===== src/hw/rtl/stmin_pkg.sv =====
`timescale 1ns / 1ps
// ----------------------------------------------------------------------------
// stmin_pkg
// Shared types and constants for the sparse-table range-minimum block.
// ----------------------------------------------------------------------------
package stmin_pkg;

    // fixed field widths of one beat
    localparam int DATA_W = 32;
    localparam int OP_W   = 2;
    localparam int IDX_W  = 10;
    // width of a query length, one more than an index
    localparam int LEN_W  = IDX_W + 1;
    // width of a bit position inside a query length
    localparam int KPOS_W = $clog2(LEN_W);

    // command codes
    typedef enum logic [OP_W-1:0] {
        OP_CLEAR  = 2'd0,
        OP_APPEND = 2'd1,
        OP_QUERY  = 2'd2
    } t_opcode;

    // result status codes
    typedef enum logic {
        STATUS_OK  = 1'b0,
        STATUS_BAD = 1'b1
    } t_status;

    // sequencer states
    typedef enum logic [2:0] {
        ST_IDLE,
        ST_APP,
        ST_QLEN,
        ST_QRD0,
        ST_QRD1,
        ST_QFIN
    } t_state;

endpackage


===== src/hw/rtl/stmin_ctrl.sv =====
`timescale 1ns / 1ps
// ----------------------------------------------------------------------------
// stmin_ctrl
// Command sequencer: level fill for appends, two-read lookup for queries.
// ----------------------------------------------------------------------------
module stmin_ctrl
    import stmin_pkg::*;
#(
    parameter int MAX_ELEMENTS = 1024,
    parameter int LEVELS       = 11,
    parameter int AW           = 14
) (
    input  logic                     i_clk,
    input  logic                     i_rst_n,
    input  logic                     i_start,
    output logic                     o_busy,
    input  logic [OP_W-1:0]          i_opcode,
    input  logic signed [DATA_W-1:0] i_value,
    input  logic [IDX_W-1:0]         i_range_start,
    input  logic [IDX_W-1:0]         i_range_end,
    output logic                     o_valid,
    output logic signed [DATA_W-1:0] o_minimum,
    output logic                     o_status,
    output logic                     o_wr_en,
    output logic [AW-1:0]            o_wr_addr,
    output logic [DATA_W-1:0]        o_wr_data,
    output logic                     o_rd_en,
    output logic [AW-1:0]            o_rd_addr,
    input  logic [DATA_W-1:0]        i_rd_data
);

    localparam int CW = $clog2(MAX_ELEMENTS + 1);
    localparam int IW = $clog2(MAX_ELEMENTS);
    localparam int LW = $clog2(LEVELS);
    localparam int RW = $clog2(LEVELS + 1);
    localparam int XW = (IW > LEN_W) ? IW : LEN_W;
    localparam int QW = (CW > LEN_W) ? CW : LEN_W;

    t_state                     r_state, n_state;
    logic [CW-1:0]              r_count;
    logic [IW-1:0]              r_pos;
    logic [RW-1:0]              r_rk;
    logic                       r_rdv;
    logic [LW-1:0]              r_wk;
    logic [IW-1:0]              r_first;
    logic signed [DATA_W-1:0]   r_acc;
    logic [IDX_W-1:0]           r_s;
    logic [IDX_W-1:0]           r_e;
    logic [LW-1:0]              r_k;
    logic                       r_valid;
    logic signed [DATA_W-1:0]   r_min;
    logic                       r_status;

    logic                       accept;
    logic                       bad_range;
    logic [CW-1:0]              pos_p1;
    logic                       issue;
    logic [IW-1:0]              rd_first;
    logic signed [DATA_W-1:0]   lower;
    logic [LEN_W-1:0]           q_len;
    logic [KPOS_W-1:0]          hb;
    logic [LEN_W-1:0]           q_end_first;

    // flat table address: level row times row length plus index
    function automatic logic [AW-1:0] f_addr(input logic [LW-1:0] lv,
                                             input logic [XW-1:0] idx);
        return AW'(AW'(lv) * AW'(MAX_ELEMENTS)) + AW'(idx);
    endfunction

    assign accept    = i_start && (r_state == ST_IDLE);
    assign o_busy    = (r_state != ST_IDLE);
    assign bad_range = (i_range_start > i_range_end)
                    || (QW'(i_range_end) >= QW'(r_count));

    // level fill bookkeeping: window of 2^rk ending at the new element
    assign pos_p1   = CW'(r_pos) + CW'(1);
    assign issue    = (32'(r_rk) < LEVELS) && ((pos_p1 >> r_rk) != '0);
    assign rd_first = IW'(pos_p1 - (CW'(1) << r_rk));

    // signed minimum of read word and running value
    assign lower = ($signed(i_rd_data) <= r_acc) ? $signed(i_rd_data) : r_acc;

    // query level: highest set bit of the length
    always_comb begin
        q_len = LEN_W'(r_e) - LEN_W'(r_s) + LEN_W'(1);
        hb    = '0;
        for (int i = 0; i < LEN_W; i++) begin
            if (q_len[i]) begin
                hb = KPOS_W'(i);
            end
        end
    end

    assign q_end_first = LEN_W'(r_e) + LEN_W'(1) - (LEN_W'(1) << r_k);

    // next state and memory port control
    always_comb begin
        n_state   = r_state;
        o_wr_en   = 1'b0;
        o_wr_addr = f_addr(r_wk, XW'(r_first));
        o_wr_data = lower;
        o_rd_en   = 1'b0;
        o_rd_addr = '0;
        case (r_state)
            ST_IDLE: begin
                if (accept) begin
                    case (i_opcode)
                        OP_APPEND: begin
                            if (32'(r_count) < MAX_ELEMENTS) begin
                                o_wr_en   = 1'b1;
                                o_wr_addr = f_addr('0, XW'(r_count));
                                o_wr_data = i_value;
                                n_state   = ST_APP;
                            end
                        end
                        OP_QUERY: begin
                            if (!bad_range) begin
                                n_state = ST_QLEN;
                            end
                        end
                        default: begin
                        end
                    endcase
                end
            end
            ST_APP: begin
                if (issue) begin
                    o_rd_en   = 1'b1;
                    o_rd_addr = f_addr(LW'(r_rk - RW'(1)), XW'(rd_first));
                end
                if (r_rdv) begin
                    o_wr_en = 1'b1;
                end
                if (!issue && !r_rdv) begin
                    n_state = ST_IDLE;
                end
            end
            ST_QLEN: begin
                n_state = ST_QRD0;
            end
            ST_QRD0: begin
                o_rd_en   = 1'b1;
                o_rd_addr = f_addr(r_k, XW'(r_s));
                n_state   = ST_QRD1;
            end
            ST_QRD1: begin
                o_rd_en   = 1'b1;
                o_rd_addr = f_addr(r_k, XW'(q_end_first));
                n_state   = ST_QFIN;
            end
            ST_QFIN: begin
                n_state = ST_IDLE;
            end
            default: begin
                n_state = ST_IDLE;
            end
        endcase
    end

    // state register
    always_ff @(posedge i_clk) begin
        if (!i_rst_n) begin
            r_state <= ST_IDLE;
        end else begin
            r_state <= n_state;
        end
    end

    // element count, fill pipeline and result registers
    always_ff @(posedge i_clk) begin
        if (!i_rst_n) begin
            r_count <= '0;
            r_rdv   <= 1'b0;
            r_valid <= 1'b0;
        end else begin
            r_valid <= 1'b0;
            r_rdv   <= (r_state == ST_APP) && issue;
            case (r_state)
                ST_IDLE: begin
                    if (accept) begin
                        case (i_opcode)
                            OP_CLEAR: begin
                                r_count <= '0;
                            end
                            OP_APPEND: begin
                                if (32'(r_count) < MAX_ELEMENTS) begin
                                    r_pos   <= IW'(r_count);
                                    r_count <= r_count + CW'(1);
                                    r_acc   <= i_value;
                                    r_rk    <= RW'(1);
                                end
                            end
                            OP_QUERY: begin
                                r_s <= i_range_start;
                                r_e <= i_range_end;
                                if (bad_range) begin
                                    r_valid  <= 1'b1;
                                    r_min    <= '0;
                                    r_status <= STATUS_BAD;
                                end
                            end
                            default: begin
                            end
                        endcase
                    end
                end
                ST_APP: begin
                    if (issue) begin
                        r_wk    <= LW'(r_rk);
                        r_first <= rd_first;
                        r_rk    <= r_rk + RW'(1);
                    end
                    // window just written feeds the next level directly
                    if (r_rdv) begin
                        r_acc <= lower;
                    end
                end
                ST_QLEN: begin
                    r_k <= (32'(hb) > LEVELS - 1) ? LW'(LEVELS - 1) : LW'(hb);
                end
                ST_QRD1: begin
                    r_acc <= $signed(i_rd_data);
                end
                ST_QFIN: begin
                    r_valid  <= 1'b1;
                    r_min    <= lower;
                    r_status <= STATUS_OK;
                end
                default: begin
                end
            endcase
        end
    end

    assign o_valid   = r_valid;
    assign o_minimum = r_min;
    assign o_status  = r_status;

endmodule


===== config.mk =====
export PLATFORM = sky130hd
export DESIGN_NAME = stmin_ctrl
export DESIGN_NICKNAME = d
export VERILOG_FILES = /design/src/hw/rtl/stmin_pkg.sv /design/src/hw/rtl/stmin_ctrl.sv
export SDC_FILE = /design/constraint.sdc
export NUM_CORES = 1
export LEC_CHECK = 0
export ABC_AREA = 1
export ABC_CLOCK_PERIOD_IN_PS = 5150
export BUFFER_PORTS_ARGS = -buffer_cell sky130_fd_sc_hd__buf_2
export CORE_MARGIN = 4
export CORE_UTILIZATION = 45
export CTS_CLUSTER_SIZE = 20
export DETAILED_ROUTE_END_ITERATION = 7
export GPL_TIMING_DRIVEN = 0
export PLACE_DENSITY = 0.66
export SLEW_MARGIN = 20
export SYNTH_ARGS = -nofsm -noshare
export SYNTH_HDL_FRONTEND = slang
export SYNTH_SLANG_ARGS = --single-unit

===== constraint.sdc =====
create_clock -name i_clk -period 5.15 [get_ports i_clk]
set_input_delay 1.545 -clock i_clk [delete_from_list [all_inputs] [get_ports i_clk]]
set_output_delay 1.545 -clock i_clk [all_outputs]
set_load 0.01 [all_outputs]

==> results.md <==
- Outcome: finished, violations left
- Violated checks: negative setup slack
- Layout cells sized above 1: 28.72%
- Post-synth ARST share: 0%
- CP max FO: 8
- Flop pwr share: 34.1%
- Hold path depth: 0
- Final worst path period need: 5.227 ns
- Worst path slowest cell: nor4_4
- Clock Latency Late Sink: 0.44 ns
- Max-cap violations: 0
- Crit start category: input port
- Post-route cell area: 14020 sq um
- Internal power: 0.002422 W
- Fin Hold WS: 0.4310 ns
- Final wirelength: 34510 um
- Clock Tree Buf Depth: 2
- CTS Sinks: 133
- Initial antenna violation count: 3
- Reg2reg setup slack: 2.16 ns
- Post-DP HPWL: 24990 um
- Clock buffer count from CTS: 17
- Synthesized flop and latch total: 133
- Setup-failing EPs final: 33
- Sw Share: 34.30%
- R2r startpoint: r_count[6]$_SDFFE_PN0P_
- Pre-antenna DRT Iters: 5
- Largest net degree at the start of global routing: 18
- Fin. max-slew vios: 0
- Endpoints failing hold: 0
- Clock skew: 0.009623 ns
- Commonest cells post-synth: nand2_1 (330), inv_1 (226), nand3_1 (166), edfxtp_1 (117), ha_1 (108)
- DR vias: 10.53k
- Post-synthesis sequential area ratio: 36.20%
- Vias per inst: 5.347
- Slew @ Worst Pin: 0.9126 ns
- Routed length per placed instance: 17.53 um
- FP Rows: 55
- Worst Hold End: r_pos[8]$_DFFE_PP_
- Post-route DRC: 0
- Initial drt markers: 959
- Worst VDD drop: 0.2293 mV
- Worst hold path type: flip-flop to flip-flop
- Cell area after synthesis: 10590 sq um
- Top cells by area, synth: edfxtp_1 (33%), ha_1 (13%), nand2_1 (12%)
- Die H: 161.4 um
- R2R cell count: 8
- Leakage Power: 6.917 nW
- Fin crit share: 101.5%
- Final net count: 1841
- IO Count: 186
- Global-route wire length before repair: 50050 um
- Relative slew slack: 39.16%
- M2 GR Usage: 38.46%
- Gpl congestion: 0.9319
- PwrDens: 263.0 nW/um^2
- Hold_sp: r_count[8]$_SDFFE_PN0P_
- Syn_area_per_cell: 7.629 sq um
- Critical Path Sink Type: output port
- Most frequent cell after synthesis: nand2_1
- Hold_buf cts: 0
- Die X: 161.4 um
- Synth Instances: 1388
- Crit path required time: 3.61 ns
- Detail Route Antenna Nets: 0
- Port bufs: 185
- Top FF cell, synth: edfxtp_1
- Reg-to-Reg End: o_minimum[26]$_SDFFCE_PP0P_
- Crit path cell chain: buf_6 > ha_4 > nand4_1 > buf_4 > nor4_4 > nand2_4 > nand2_4 > nand2_4 > nand2_8 > nand2_8 > buf_12 > nand2_4 > nand3_2 > nand2_2 > buf_2
- Area delta synth->final: 32.39%
- Most frequent CP cell: nand2_4
- CTS root buf: clkbuf_16
- Logic pwr share: 32.2%
- Total grt overflow: 0
- Vias in the first global route: 9750
- CP arrival: 3.68 ns
- Initial Util: 46.21%
- Unrepaired setup endpoints after global routing: yes
- Synth Warn #: 0
- Fmax: 191.3 MHz
- Core area: 22920 sq um
- Sw Pwr: 0.001265 W
- Grt met1 use: 32.61%
- Post-Syn Nets: 1588
- Max incr delay on CP: 0.32 ns
- Clock-pin slew on the worst setup and hold paths: 0.06 ns
- Total GRT Usage: 24.20%
- Clock group share of total power: 33.7%
- Yosys cell types: 49
- Placed cell areas: 12010 sq um
- H-tree levels: 4
- Met3 Use GR: 4.567%
- GR peak layer: met2
- CTS tree: built
- Setup ws final: -0.07740 ns
- Top-area cell type share of the netlist area: 33.18%
- Critical path class: input port to output port
- Die area: 26050 sq um
- Placed Instances: 1891
- Fin cells: 1969
- Post-synth EDFFs: 117
- Largest area contributor in the netlist: edfxtp_1
-- logic make-up (layout without fill, tap and decap cells) --
family	after synthesis	after routing	synth area share [%]
other	0	2	0
flip-flops	133	133	36.20
buffers and inverters	277	543	10.19
AO/OA/AOI/OAI	158	158	8.579
AND/OR/NAND/NOR	690	690	30.13
adder cells (fa/ha/maj)	111	111	13.33
XOR/XNOR	19	19	1.572
-- how the worst max path moves through the flow --
stage / start / end / slack [ns] / cells past startpoint
after detailed placement: i_rd_data[31] / o_wr_data[18] / -0.20 / 12
after CTS: r_k[3]$_SDFFCE_PN1P_ / o_rd_addr[12] / -0.01 / 22
final: i_rd_data[23] / o_wr_data[4] / -0.08 / 15
after global routing: r_k[0]$_SDFFCE_PN0P_ / o_rd_addr[12] / -0.23 / 22
after floorplan: r_k[2]$_SDFFCE_PN0P_ / o_rd_addr[12] / 0.42 / 22
after global placement: i_range_end[6] / o_minimum[25]$_SDFFCE_PP0P_ / -0.85 / 7
-- power by group through the flow --
stage | Clock (W) | Combinational (W) | Sequential, W
floorplan | 0 | 0.000602 | 0.00128
detailed placement | 0 | 0.000923 | 0.00128
CTS | 0.00124 | 0.000949 | 0.00126
finish | 0.00124 | 0.00119 | 0.00126
global placement | 0 | 0.000901 | 0.00128
global route | 0.00128 | 0.00129 | 0.00126
-- layer usage --
layer / wire (um) / up-vias
met4: 1228 / 2
met2: 15930 / 451
li1: - / 5094
met3: 2635 / 84
met1: 14710 / 4898
met5: 7 / -
-- repair_timing --
action                                  4_1_cts  5_1_grt
pin swaps                                    18       69
gates cloned                                  0        4
setup buffers                                21       21
gates resized for setup                      41      164
endpoints found under the setup margin       37       40
-- critical path, delay by kind of cell --
kind | cells | cell delay (ns)
buffers and inverters | 4 | 0.62
and+or+nand+nor | 10 | 1.24
adders and majority gates | 1 | 0.27
-- cell usage in the layout, fill, tap and decap left out, types with 16 or more instances in the layout --
| cell | instances |
|---|---|
| nor2_1 | 90 |
| ha_1 | 83 |
| ha_4 | 23 |
| nand2_2 | 28 |
| buf_6 | 18 |
| nand3_2 | 38 |
| inv_1 | 219 |
| buf_4 | 45 |
| nand2_1 | 304 |
| nand3_1 | 133 |
| edfxtp_1 | 117 |
| nand2_4 | 36 |
| a21oi_1 | 47 |
| buf_2 | 172 |
| dfxtp_1 | 16 |
| o21ai_0 | 60 |
| clkbuf_16 | 21 |
| clkbuf_1 | 24 |
-- area by class of cell --
cell class                 count  area, sq um
tap                          313        391.6
clock inverter                14        153.9
fill                        2023         8897
buffer                        38        239.0
timing repair buffer         236         1529
inverter                     237        889.6
sequential                   133         3834
clock buffer                  18        429.2
multi-input combinational    978         6548
antenna                        2        5.005
-- flip-flops by register name (all words and copies together), names as in the netlist --
name / count
r_wk: 4
r_state: 3
r_rk: 4
r_first: 10
r_s: 10
r_count: 11
o_minimum: 32
r_pos: 10
o_valid: 1
r_k: 4
r_rdv: 1
o_status: 1
r_acc: 32
r_e: 10
-- metrics by stage --
stage / util, % / power, W / setup TNS, ns / worst slack (ns)
final: 61.17 / 0.003686 / -1.492 / -0.07740
after global routing: 61.17 / 0.003833 / -4.727 / -0.2298
after CTS: 56.45 / 0.003443 / -0.01339 / -0.01339
after detailed placement: 52.42 / 0.002202 / -4.078 / -0.1977
after global placement: 51.96 / 0.002182 / -37.39 / -0.8477
after floorplan: - / 0.001880 / 0 / 0.4183
Power figures use the tool's default switching activity.
